[config.mk]
export PLATFORM = sky130hd
export DESIGN_NAME = vsc_queue
export DESIGN_NICKNAME = d
export VERILOG_FILES = /design/src/design/vsb_segment_sync_correlator_defines.svh /design/src/design/vsc_pkg.sv /design/src/design/vsc_queue.sv
export SDC_FILE = /design/constraint.sdc
export NUM_CORES = 1
export LEC_CHECK = 0
export BUFFER_PORTS_ARGS = -buffer_cell sky130_fd_sc_hd__buf_2
export CAP_MARGIN = 10
export CORE_ASPECT_RATIO = 0.8
export CORE_MARGIN = 4
export CORE_UTILIZATION = 35
export DETAILED_ROUTE_END_ITERATION = 10
export PLACE_DENSITY = 0.65
export SYNTH_ARGS = -nofsm -noshare
export SYNTH_HDL_FRONTEND = slang
export SYNTH_SLANG_ARGS = --single-unit
[constraint.sdc]
create_clock -name i_clk -period 2.18 [get_ports i_clk]
set_clock_uncertainty 0.1 [all_clocks]
set_input_delay 0.218 -clock i_clk [delete_from_list [all_inputs] [get_ports i_clk]]
set_output_delay 0.218 -clock i_clk [all_outputs]
set_load 0.05 [all_outputs]
[src/design/vsb_segment_sync_correlator_defines.svh]
// Assertion macros for the segment sync correlator
`ifndef VSB_SEGMENT_SYNC_CORRELATOR_DEFINES_SVH
`define VSB_SEGMENT_SYNC_CORRELATOR_DEFINES_SVH

// Check a property on every clock edge outside reset
`define VSC_CHECK(lbl, prop, msg) \
    lbl: assert property (@(posedge i_clk) disable iff (!i_rst_n) prop) else $error(msg);

// Check an implication in the next cycle
`define VSC_NEXT(lbl, ante, cons, msg) \
    lbl: assert property (@(posedge i_clk) disable iff (!i_rst_n) ante |=> cons) else $error(msg);

`endif

[src/design/vsc_pkg.sv]
// Shared constants and types for the segment sync correlator
package vsc_pkg;
    localparam int SegLen   = 832;
    localparam int SlotW    = $clog2(SegLen);
    localparam int SymW     = 16;
    localparam int IntW     = 5;
    localparam int TimW     = 18;
    localparam int QDepth   = 2;
    localparam logic [3:0] SyncPattern = 4'h9;
    localparam logic signed [IntW-1:0] IntMin = -5'sd16;
    localparam logic signed [IntW-1:0] IntMax = 5'sd15;
    localparam logic [1:0] RegThreshold = 2'd0;
    localparam logic [1:0] RegOffset    = 2'd1;

    // One classified symbol passed from the front to the back
    typedef struct packed {
        logic signed [SymW-1:0] sym;
        logic [SlotW-1:0]       slot;
        logic                   match;
        logic                   wrap;
        logic                   first;
    } t_item;
endpackage

[src/design/vsc_queue.sv]
// Short FIFO between front and back
module vsc_queue import vsc_pkg::*; (
    input  logic  i_clk,
    input  logic  i_rst_n,
    input  logic  i_push,
    input  t_item i_item,
    input  logic  i_pop,
    output t_item o_head,
    output logic  o_empty,
    output logic  o_full,
    output logic [$clog2(QDepth+1)-1:0] o_count
);
    localparam int PtrW = $clog2(QDepth);

    t_item                       r_buf [QDepth];
    logic [PtrW-1:0]             r_rd, r_wr;
    logic [$clog2(QDepth+1)-1:0] r_count;

    assign o_empty = (r_count == '0);
    assign o_full  = (r_count == ($clog2(QDepth+1))'(QDepth));
    assign o_head  = r_buf[r_rd];
    assign o_count = r_count;

    // Store pushed beats
    always_ff @(posedge i_clk) begin
        if (i_push) begin
            r_buf[r_wr] <= i_item;
        end
    end

    // Move pointers and count
    always_ff @(posedge i_clk) begin
        if (!i_rst_n) begin
            r_rd    <= '0;
            r_wr    <= '0;
            r_count <= '0;
        end else begin
            if (i_push) begin
                r_wr <= (r_wr == PtrW'(QDepth - 1)) ? '0 : r_wr + 1'b1;
            end
            if (i_pop) begin
                r_rd <= (r_rd == PtrW'(QDepth - 1)) ? '0 : r_rd + 1'b1;
            end
            if (i_push && !i_pop) begin
                r_count <= r_count + 1'b1;
            end else if (i_pop && !i_push) begin
                r_count <= r_count - 1'b1;
            end
        end
    end
endmodule

Word-level counts from Yosys, hierarchy flattened
Memory sizes are Yosys's and may differ from the RTL's. A register that Yosys moved wholly into a read port is not among the register bits. Index checks and enable logic that the tools add are counted.

Flip-flop bits (word level): 4. Memory bits (writable): 58. Input port bits: 33. Output and inout bits: 33. Word-level logic and storage cells: 23. Memories: 1.

Memory list: r_buf (depth 2, width 29, rd ports 1, clocked after Yosys merged registers in 1, write ports 1, RTL line vsc_queue.sv:15) `t_item r_buf [QDepth];`.

$add $sub $neg: 4. Equal/unequal tests: 1. Mux-type cells: 8. Reductions and logical operators: 6.

Operators by type and width (number): two-way mux 1 bit (6); two-way mux 2 bit (2); adder 1 bit (second input constant) (2); adder 2 x 1 -> 2 bit (second input constant) (1); == test 2 bit (second input constant) (1); logical AND 1 bit (2); zero test 1 bit (2); zero test 2 bit (1); nonzero test 2 bit (1); subtractor 2 x 1 -> 2 bit (second input constant) (1).

Depth between registers and ports, before layout
Depth after elaboration: 4. Depth in mapped cells: 5.

Worst setup path before layout
OpenSTA, ideal clock, no wires.

Path kind: reg-to-reg. From: register r_wr. To: memory r_buf[0][0] in the netlist's numbering (enable). Library setup time: 0.420 ns. Data arrival time: 1.645 ns. Data required time: 1.660 ns. Setup slack: 0.015 ns. Cell stages (with the launch flop): 2. Path buffers: 0. Clock period less this slack: 2.165 ns. Path through: dfxtp_1 nor2b_1.

RTL lines: from (decl) (RTL line vsc_queue.sv:16) `logic [PtrW-1:0] r_rd, r_wr;`; from (signal assigned) (RTL line vsc_queue.sv:39) `r_wr <= (r_wr == PtrW'(QDepth - 1)) ? '0 : r_wr + 1'b1;`; to (decl) (RTL line vsc_queue.sv:15).

No word-level cell before the write port.

==> impl_metrics.toml <==
[placement]
globalplace.congestion = 0.632
io_buffers = 65
place_inst = 262
place_ws_ns = 0.679

[pwr]
p_int_mw = 2.21
netSwitchingFraction_pct = 26.4
p_leak_nw = 1.26
p_seq_share_pct = 47.2
p_comb_share_pct = 18.1
switchingPower_uw = 791
p_per_area_mw_per_mm2 = 918
p_clk_share_pct = 34.7
power_mw = 3.00
ir_drop_mv = 0.525

[synth]
yosys.area.top_type_share_pct = 75.4
yosysSeqAreaShare_pct = 79.8
ys_warn_count = 0
synth_area_per_cell_sq_um = 20.6
syn_nets = 146
yosysUniqueCellTypes = 17
synthTopCellsByArea = "edfxtp_1, mux2_2, dfxtp_1"
yosysTopAreaCell = "edfxtp_1"
ys_seq_elements = 63
synthesis.area_sq_mm = 0.00231
synthCells = 112

[timing]
setup_viol = 0
setup_ws_ns = 0.350
rsz0062_at_grt = "false"
setup_tns_ns = 0
finalCritPeriodShare_pct = 84.0
hold_viol = 0
maxSlewHeadroom_pct = 68.9
slew_viol_final = 0
fmax_mhz = 546
min_period_ns = 1.83
worst_slew_pin_slew_ns = 0.466

[routing]
wire_per_inst_um = 13.5
vias = 1318
dr.pass1.iters = 4
route.detailed.drc = 0
wl_um = 4150
vias_per_cell = 4.29
drtIter0Drc = 31
ant_nets = 0

[grt]
antenna_found_initial = 0
grt_pass1_vias = 1428
overflow = 0
grt_max_degree = 30
grt_first_pass_wirelength_um = 6780
grt_util_all_layers_pct = 11.6

[floorplan]
start_util_pct = 36.0
num_rows = 26
core-area_sq_mm = 0.00641
die_area_sq_mm = 0.00797
ios = 66
fp.dieH_um = 80.6
fp.dieW_um = 98.8

[clock_network]
clock_latency_ns = 0.32
tritoncts = "built"
cts-htree-levels = 3
cts.hold.buffers_added = 29
cts_root_buf = "clkbuf_8"
cts_buffers = 9
post_cts_resized = 0
post_cts_buffers = 0
cts_buffer_depth = 2
path_clk_slew_ns = 0.06
cts.sinks = 63

[final_layout]
drive_gt1_share_pct = 51.1
area_growth_pct = 41.6
multi_input_area_sq_um = 449
seqCellArea_sq_mm = 0.00184
instances_no_fill = 307
num-fill-cells = 550
diodes = 0
fin_nets = 252

[critical_path]
path_cells = "buf_4 -> mux2_2 -> buf_2"
required_ns = 1.86
max_stage_delay_ns = 0.38
crit_type = "flip-flop to output port"
path_buf_inv = 2
critPathTopFamily = "buffers and inverters"
critPathMaxFanout = 17
cp.arrival_ns = 1.51
cp_slowest_cell = "mux2_2"
worstReg2RegStart = "r_wr"
end_kind = "output port"
critPathLaunchType = "flip-flop"

[min_path]
hold_path.class = "primary input to flip-flop"
min-delay-start = "i_rst_n"

[outcome]
status = "finished, final reports clean"

[flow_run]
maxCapViolCount = 0
-- final cells by class --
type                    count  share of cell area, %
clock inverters             7                   2.68
well taps                  84                   3.21
repair buffers             98                   20.1
clock buffers               9                   3.79
multi-input cells          45                   13.7
inverters                   1                  0.115
flip-flops and latches     63                   56.3
-- stage by stage --
| step | area (sq um) | hold slack [ns] | util, % |
|---|---|---|---|
| floorplan | 2310 | 0.217 | - |
| global placement | 2770 | 0.307 | 43.2 |
| detailed placement | 2770 | 0.309 | 43.2 |
| CTS | 3270 | 0.0351 | 51.0 |
| global route | 3270 | 0.0514 | 51.0 |
| finish | 3270 | 0.0511 | 51.0 |
-- layer usage --
layer | global-route usage, % | part of all wire [%] | up-vias
met4 | 3.27 | 0.67 | 0
met2 | 18.9 | 47 | 47
met3 | 6.08 | 8.2 | 5
met1 | 13.4 | 45 | 624
li1 | - | - | 642
met5 | 0 | 0 | -
-- worst paths after layout --
kind,slack (ns),cells past startpoint,end
worst max-delay path,0.35,3,o_head[10]
worst min-delay path,0.05,2,r_wr
worst max register to register,0.82,2,r_buf[0][28]
worst min register to register,0.44,2,o_count[1]
-- synthesized netlist by cell type --
library cell,n
edfxtp_1,58
mux2_2,29
dfxtp_1,5
and2_1,4
buf_2,2
nor2b_1,2
xor2_1,2
a21boi_1,1
and2b_2,1
buf_6,1
ha_1,1
inv_1,1
nor2_1,1
o21a_1,1
o21ai_0,1
or3_1,1
xnor2_1,1
-- worst register-to-register path, stage by stage (launching register included) --
cell and delay (ns):
dfxtp_1 0.34, nor2b_4 0.40, buf_12 0.23
-- registers in the layout, summed over array words and instances, names as in the netlist, named ones only --
signal	count
r_wr	1
o_count	2
r_buf	58
r_rd	1
-- placed cells by master, fill, tap and decap left out, drive strengths merged --
cell / instances
a21boi: 1
and2: 4
and2b: 1
buf: 69
bufinv: 2
clkbuf: 9
clkinv: 3
clkinvlp: 2
dfxtp: 5
dlygate4sd3: 29
edfxtp: 58
ha: 1
inv: 1
mux2: 29
nor2: 1
nor2b: 2
o21a: 1
o21ai: 1
or3: 1
xnor2: 1
xor2: 2
-- logic make-up (layout without fill, tap and decap cells) --
group | Yosys count | after routing | share of synthesized area, %
flops | 63 | 63 | 79.8
compound gates | 3 | 3 | 0.867
mux | 29 | 29 | 14.1
fa+ha+maj | 1 | 1 | 0.542
buf+inv | 4 | 115 | 1.08
simple gates | 9 | 9 | 2.44
xor+xnor | 3 | 3 | 1.14
-- power groups by stage --
stage | clock network, mW | registers, mW | logic (mW)
floorplan | 0 | 1.46 | 0.361
global placement | 0 | 1.44 | 0.507
detailed placement | 0 | 1.44 | 0.509
CTS | 1.08 | 1.41 | 0.551
global route | 1.14 | 1.42 | 0.578
finish | 1.04 | 1.41 | 0.543
Note: power is estimated with default switching activity, not from simulation.
