`src/design/vsb_segment_sync_correlator_defines.svh`:
```
// Assertion macros for the segment sync correlator
`ifndef VSB_SEGMENT_SYNC_CORRELATOR_DEFINES_SVH
`define VSB_SEGMENT_SYNC_CORRELATOR_DEFINES_SVH

// Check a property on every clock edge outside reset
`define VSC_CHECK(lbl, prop, msg) \
    lbl: assert property (@(posedge i_clk) disable iff (!i_rst_n) prop) else $error(msg);

// Check an implication in the next cycle
`define VSC_NEXT(lbl, ante, cons, msg) \
    lbl: assert property (@(posedge i_clk) disable iff (!i_rst_n) ante |=> cons) else $error(msg);

`endif

```
`src/design/vsc_pkg.sv`:
```
// Shared constants and types for the segment sync correlator
package vsc_pkg;
    localparam int SegLen   = 832;
    localparam int SlotW    = $clog2(SegLen);
    localparam int SymW     = 16;
    localparam int IntW     = 5;
    localparam int TimW     = 18;
    localparam int QDepth   = 2;
    localparam logic [3:0] SyncPattern = 4'h9;
    localparam logic signed [IntW-1:0] IntMin = -5'sd16;
    localparam logic signed [IntW-1:0] IntMax = 5'sd15;
    localparam logic [1:0] RegThreshold = 2'd0;
    localparam logic [1:0] RegOffset    = 2'd1;

    // One classified symbol passed from the front to the back
    typedef struct packed {
        logic signed [SymW-1:0] sym;
        logic [SlotW-1:0]       slot;
        logic                   match;
        logic                   wrap;
        logic                   first;
    } t_item;
endpackage

```
`src/design/vsc_front.sv`:
```
// Front end: accept symbols, track sign history and slot, classify
module vsc_front import vsc_pkg::*; (
    input  logic                   i_clk,
    input  logic                   i_rst_n,
    input  logic                   i_valid,
    input  logic signed [SymW-1:0] i_symbol_in,
    output logic                   o_stall,
    input  logic                   i_q_full,
    output logic                   o_push,
    output t_item                  o_item
);
    logic [3:0]       r_hist, n_hist;
    logic [SlotW-1:0] r_slot;
    logic             r_first;
    logic             wrap;

    assign o_stall = i_q_full;
    assign o_push  = i_valid && !i_q_full;
    assign n_hist  = {~i_symbol_in[SymW-1], r_hist[3:1]};
    assign wrap    = (r_slot == SlotW'(SegLen - 1));

    always_comb begin
        o_item.sym   = i_symbol_in;
        o_item.slot  = r_slot;
        o_item.match = (n_hist == SyncPattern);
        o_item.wrap  = wrap;
        o_item.first = r_first;
    end

    // Advance history and slot on each accepted beat
    always_ff @(posedge i_clk) begin
        if (!i_rst_n) begin
            r_hist  <= '0;
            r_slot  <= '0;
            r_first <= 1'b1;
        end else if (o_push) begin
            r_hist <= n_hist;
            if (wrap) begin
                r_slot  <= '0;
                r_first <= 1'b0;
            end else begin
                r_slot <= r_slot + 1'b1;
            end
        end
    end
endmodule

```
`config.mk`:
```
export PLATFORM = sky130hd
export DESIGN_NAME = vsc_front
export DESIGN_NICKNAME = d
export VERILOG_FILES = /design/src/design/vsb_segment_sync_correlator_defines.svh /design/src/design/vsc_pkg.sv /design/src/design/vsc_front.sv
export SDC_FILE = /design/constraint.sdc
export NUM_CORES = 1
export LEC_CHECK = 0
export BUFFER_PORTS_ARGS = -buffer_cell sky130_fd_sc_hd__buf_2
export CORE_MARGIN = 8
export CORE_UTILIZATION = 46
export CTS_BUF_LIST = sky130_fd_sc_hd__clkbuf_8
export CTS_CLUSTER_DIAMETER = 150
export DETAILED_ROUTE_END_ITERATION = 8
export PLACE_DENSITY = 0.86
export SLEW_MARGIN = 5
export SYNTH_ARGS = -nofsm -noshare
export SYNTH_HDL_FRONTEND = slang
export SYNTH_SLANG_ARGS = --single-unit
```
`constraint.sdc`:
```
create_clock -name i_clk -period 3.3 [get_ports i_clk]
set_clock_uncertainty 0.05 [all_clocks]
set_input_delay 0.165 -clock i_clk [delete_from_list [all_inputs] [get_ports i_clk]]
set_output_delay 0.165 -clock i_clk [all_outputs]
set_load 0.01 [all_outputs]
```
==> Yosys cells after proc, flatten, opt, wreduce, memory -nomap -nowiden <==
Cells that the tools add are included.
{ "op_classes": {"eq_ne": 2, "mux": 1, "reduce_logical": 3, "n_bitwise": 1, "add_sub_neg": 1} }
{ "op_table": {"columns": ["operator", "count"], "rows": [
  ["$add 10x1->10 const B", 1],
  ["$eq 10x10->1 const B", 1],
  ["$mux 10", 1],
  ["$eq 4x4->1 const B", 1],
  ["$reduce_and 2->1", 1],
  ["$logic_and 1x1->1", 1],
  ["$logic_not 1->1", 1],
  ["$not 1->1", 1]
]} }
{ "totals": {"input_bits": 20, "register_bits": 15, "word_cells": 11, "output_inout_bits": 31} }

==> Depth between registers and ports, before layout <==
{ "depth": {"ltp_word": 3, "depth_mapped": 4, "ltp_nobuf": 4} }

==> Least setup slack after synthesis <==
Ideal clock, no wire load.
{ "synth_path": {"path_kind": "reg-to-reg", "from": "reg r_slot[0]", "to": "reg r_slot[8]", "arrival_ps": 1392, "path_stages_with_launch": 5, "period_less_slack_ps": 1510, "setup_slack_ps": 1790, "path_buffers": 0, "setup_ps": 69, "required_ps": 3181, "cell_sequence": "dfxtp_1 -> ha_1 -> nand3b_1 -> or4_1 -> o21ai_1"} }
{ "synth_between": {"elab_chain_cells": 2, "word_cells_on_any_way": 3, "classes_between": "add/sub (1); eq/ne (1); mux (1)"} }
{ "synth_rtl": {"columns": ["element", "line", "text"], "rows": [
  ["from (decl)", "vsc_front.sv:13", "logic [SlotW-1:0] r_slot;"],
  ["from (signal assigned)", "vsc_front.sv:42", "r_slot <= r_slot + 1'b1;"],
  ["$add 10x1->10 / $eq 10x10->1 (equally long branches)", "vsc_front.sv:42, vsc_front.sv:20", null],
  ["$mux 10 (*)", "vsc_front.sv:38", "if (wrap) begin"]
]} }
Every way passes the cells marked *; elsewhere a longest branch is shown, timed or not.
A chain may end at the register's enable or synchronous reset.

==> metrics.md <==
| Metric | Value |
|---|---|
| Pre-antenna DRT Iters | 4 |
| Layout fillers | approximately 170 |
| Vias in the first global route | 594 |
| Crit-path max FO | 11 |
| CTS Buffer Depth | 2 |
| Final Max Tran Viols | 0 |
| WL/cell | 14.29 um |
| Int Pwr | roughly 290 uW |
| Flop pwr share | 0.488 |
| Worst hold path class | in -> reg |
| CTS tree | built |
| Layout net count | 116 |
| DR vias | 617 |
| Post-CTS setup buffer count | 0 |
| Hpwl dp | 1.228 mm |
| Clock Power Share | 0.457 |
| Req. time, crit path | ~3.1 ns |
| CTS Buf Count | 3 |
| Mapped Area | roughly 790 um2 |
| Final Hold Vio Count | 0 |
| Switching share of power | 0.1999 |
| Largest net degree at the start of global routing | 12 |
| PwrDens | between 400 and 500 nW/um2 |
| Final WL | 1.586 mm |
| PostCTS Resize Cnt | 0 |
| Period utilization | 0.5220 |
| GR Util met1 | 0.09784 |
| Share of post-route cells with drive strength above 1 | 0.2872 |
| Final setup TNS | 0 ns |
| CP Capture Type | primary output |
| Routed vias/inst | 5.559 |
| Die Ht | 57.53 um |
| Avg Cell Area, Syn | 8.622 um2 |
| Critical path arrival | between 1.5 and 2 ns |
| Sequential cell area | between 200 and 300 um2 |
| Sequential share of the synthesized area | 0.3533 |
| Setup-failing EPs final | 0 |
| Status | finished, final reports clean |
| CP Launch Type | register |
| Final ANT Viol Nets | 0 |
| Worst Tran Pin Value | between 0.6 and 0.7 ns |
| # IOs | ~50 |
| Area delta synth->final | 1.735% |
| Most frequent cells in the layout | buf_2, dfxtp_1, a21oi_1, nand2_1 |
| Cell variety after synth | 29 |
| Commonest non-fill, non-tap cell in the layout | buf_2 |
| Syn nets | 113 |
| Initial Util | 0.4749 |
| Multi-input logic area | about 340 um2 |
| Core area | approximately 1700 um2 |
| Met2 GRT Util | 0.1543 |
| Post-route minimum period | 1.723 ns |
| Comb power frac | 0.055 |
| Max_cap viols | 0 |
| Die Area | 3309 um2 |
| FP Rows | 15 |
| First-pass GRT wire length | 2.608 mm |
| Skew-Pair Late Insertion Delay | roughly 0.24 ns |
| NetSw | between 70 and 80 uW |
| Final GP Congestion | about 0.76 |
| FF-to-FF setup slack | 1.69 ns |
| Fmax | roughly 0.58 GHz |
| Synthesized instance count | 92 |
| DRC Markers | 0 |
| IO buf count | 20 |
| Layer with the highest usage | met2 |
| Overall power | 357.0 uW |
| Yosys reg bits | 14 |
| Setup CP Type | reg -> out |
| # diodes | 0 |
| Root buffer cell | clkbuf_8 |
| GRT Overall Usage | 0.1008 |
| Synth warn | 0 |
| RSZ-0062 raised after global routing | no |
| 1st-iter DRT viols | 11 |
| Die X | roughly 58 um |
| Clk sinks | 14 |
| Worst vdd ir | 0.3022 mV |
| Clk pin slew, worst setup/hold paths | 0.05 ns |
| Met3 Resource Use GR | 0.05605 |
| Worst rel slew slack | 0.5767 |
| Post-CTS Hold Fix Bufs | 0 |
| Total grt overflow | 0 |
| Initial antenna violation count | 0 |
| H-tree depth | 1 |
| Pleak | ~0.34 nW |
metal layers:
layer | share of wire | up-vias
met5 | 0 | -
met4 | 0.038 | 0
met3 | 0.10 | 6
met2 | 0.45 | 25
met1 | 0.41 | 271
li1 | - | 315
worst paths after layout:
| check | start | endpoint | cells after the start |
|---|---|---|---|
| setup / recovery | r_slot[3] | o_item[1] | 3 |
| hold / removal | i_symbol_in[15] | r_hist[3] | 2 |
| setup reg to reg | r_slot[0] | r_slot[5] | 4 |
| hold reg to reg | r_first | r_first | 2 |
flip-flops by register name (all words and copies together) (netlist names):
| register | flops |
|---|---|
| r_first | 1 |
| r_slot | 10 |
| r_hist | 3 |
synthesized netlist by cell type:
cell | number | area, um2
a211oi_1 | 2 | 15.01
a21oi_1 | 6 | 30.03
buf_2 | 1 | 5.000
buf_4 | 19 | 142.6
buf_6 | 1 | 11.26
clkbuf_1 | 1 | 3.750
dfxtp_1 | 14 | 280.3
ha_1 | 1 | 12.51
inv_1 | 4 | 15.01
mux2i_1 | 2 | 20.02
nand2_1 | 6 | 22.52
nand2b_1 | 1 | 6.260
nand3_1 | 3 | 15.01
nand3b_1 | 2 | 15.01
nand4_2 | 1 | 12.51
nand4b_2 | 1 | 15.01
nand4bb_1 | 1 | 11.26
nor2_1 | 4 | 15.01
nor2b_1 | 1 | 6.260
nor3_1 | 1 | 5.000
nor4b_1 | 1 | 8.760
o21ai_0 | 4 | 20.02
o21ai_1 | 1 | 5.000
o22ai_1 | 2 | 12.51
o31ai_1 | 4 | 30.03
or3_1 | 3 | 18.77
or3_2 | 1 | 7.510
or4_1 | 3 | 22.52
xnor2_1 | 1 | 8.760
metrics by stage:
step	instances	hold slack (ns)	setup WS, ns	utilization	cell area, um2
6_report	111	0.07296	1.577	0.4831	807.0
5_1_grt	111	0.08040	1.471	0.4831	807.0
4_1_cts	111	0.07044	1.591	0.4831	807.0
3_5_place_dp	107	0.2801	1.702	0.4502	752.0
3_3_place_gp	107	0.2801	1.795	0.4502	752.0
2_1_floorplan	92	0.2106	1.790	-	793.3
kinds of logic (layout without fill, tap and decap cells):
family,count (synthesis),count (layout),synth area share
adder cells (fa/ha/maj),1,1,0.01577
AND/OR/NAND/NOR,29,29,0.2287
buffers and inverters,26,28,0.2240
AO/OA/AOI/OAI,19,19,0.1419
XOR/XNOR,1,1,0.01104
flip-flops,14,14,0.3533
multiplexers,2,2,0.02524
power groups by stage:
stage | Clock [mW] | Combinational, mW | Sequential [mW]
2_1_floorplan | 0 | 0.0317 | 0.178
3_3_place_gp | 0 | 0.0192 | 0.178
3_5_place_dp | 0 | 0.0198 | 0.178
4_1_cts | 0.168 | 0.0199 | 0.174
5_1_grt | 0.176 | 0.0214 | 0.175
6_report | 0.163 | 0.0196 | 0.174
area by class of cell:
class | count | share of cell area
multi-input combinational | 52 | 0.4155
sequential | 14 | 0.3473
tap | 17 | 0.02636
inverter | 4 | 0.01860
timing repair buffer | 20 | 0.1240
clock buffer | 4 | 0.06822
worst max-delay path, cell delays in order, from the launching register on:
cell and delay [ns]:
dfxtp_1 0.41, nand4_2 0.26, nor3_1 0.39, buf_2 0.20
Power figures use the tool's default switching activity.
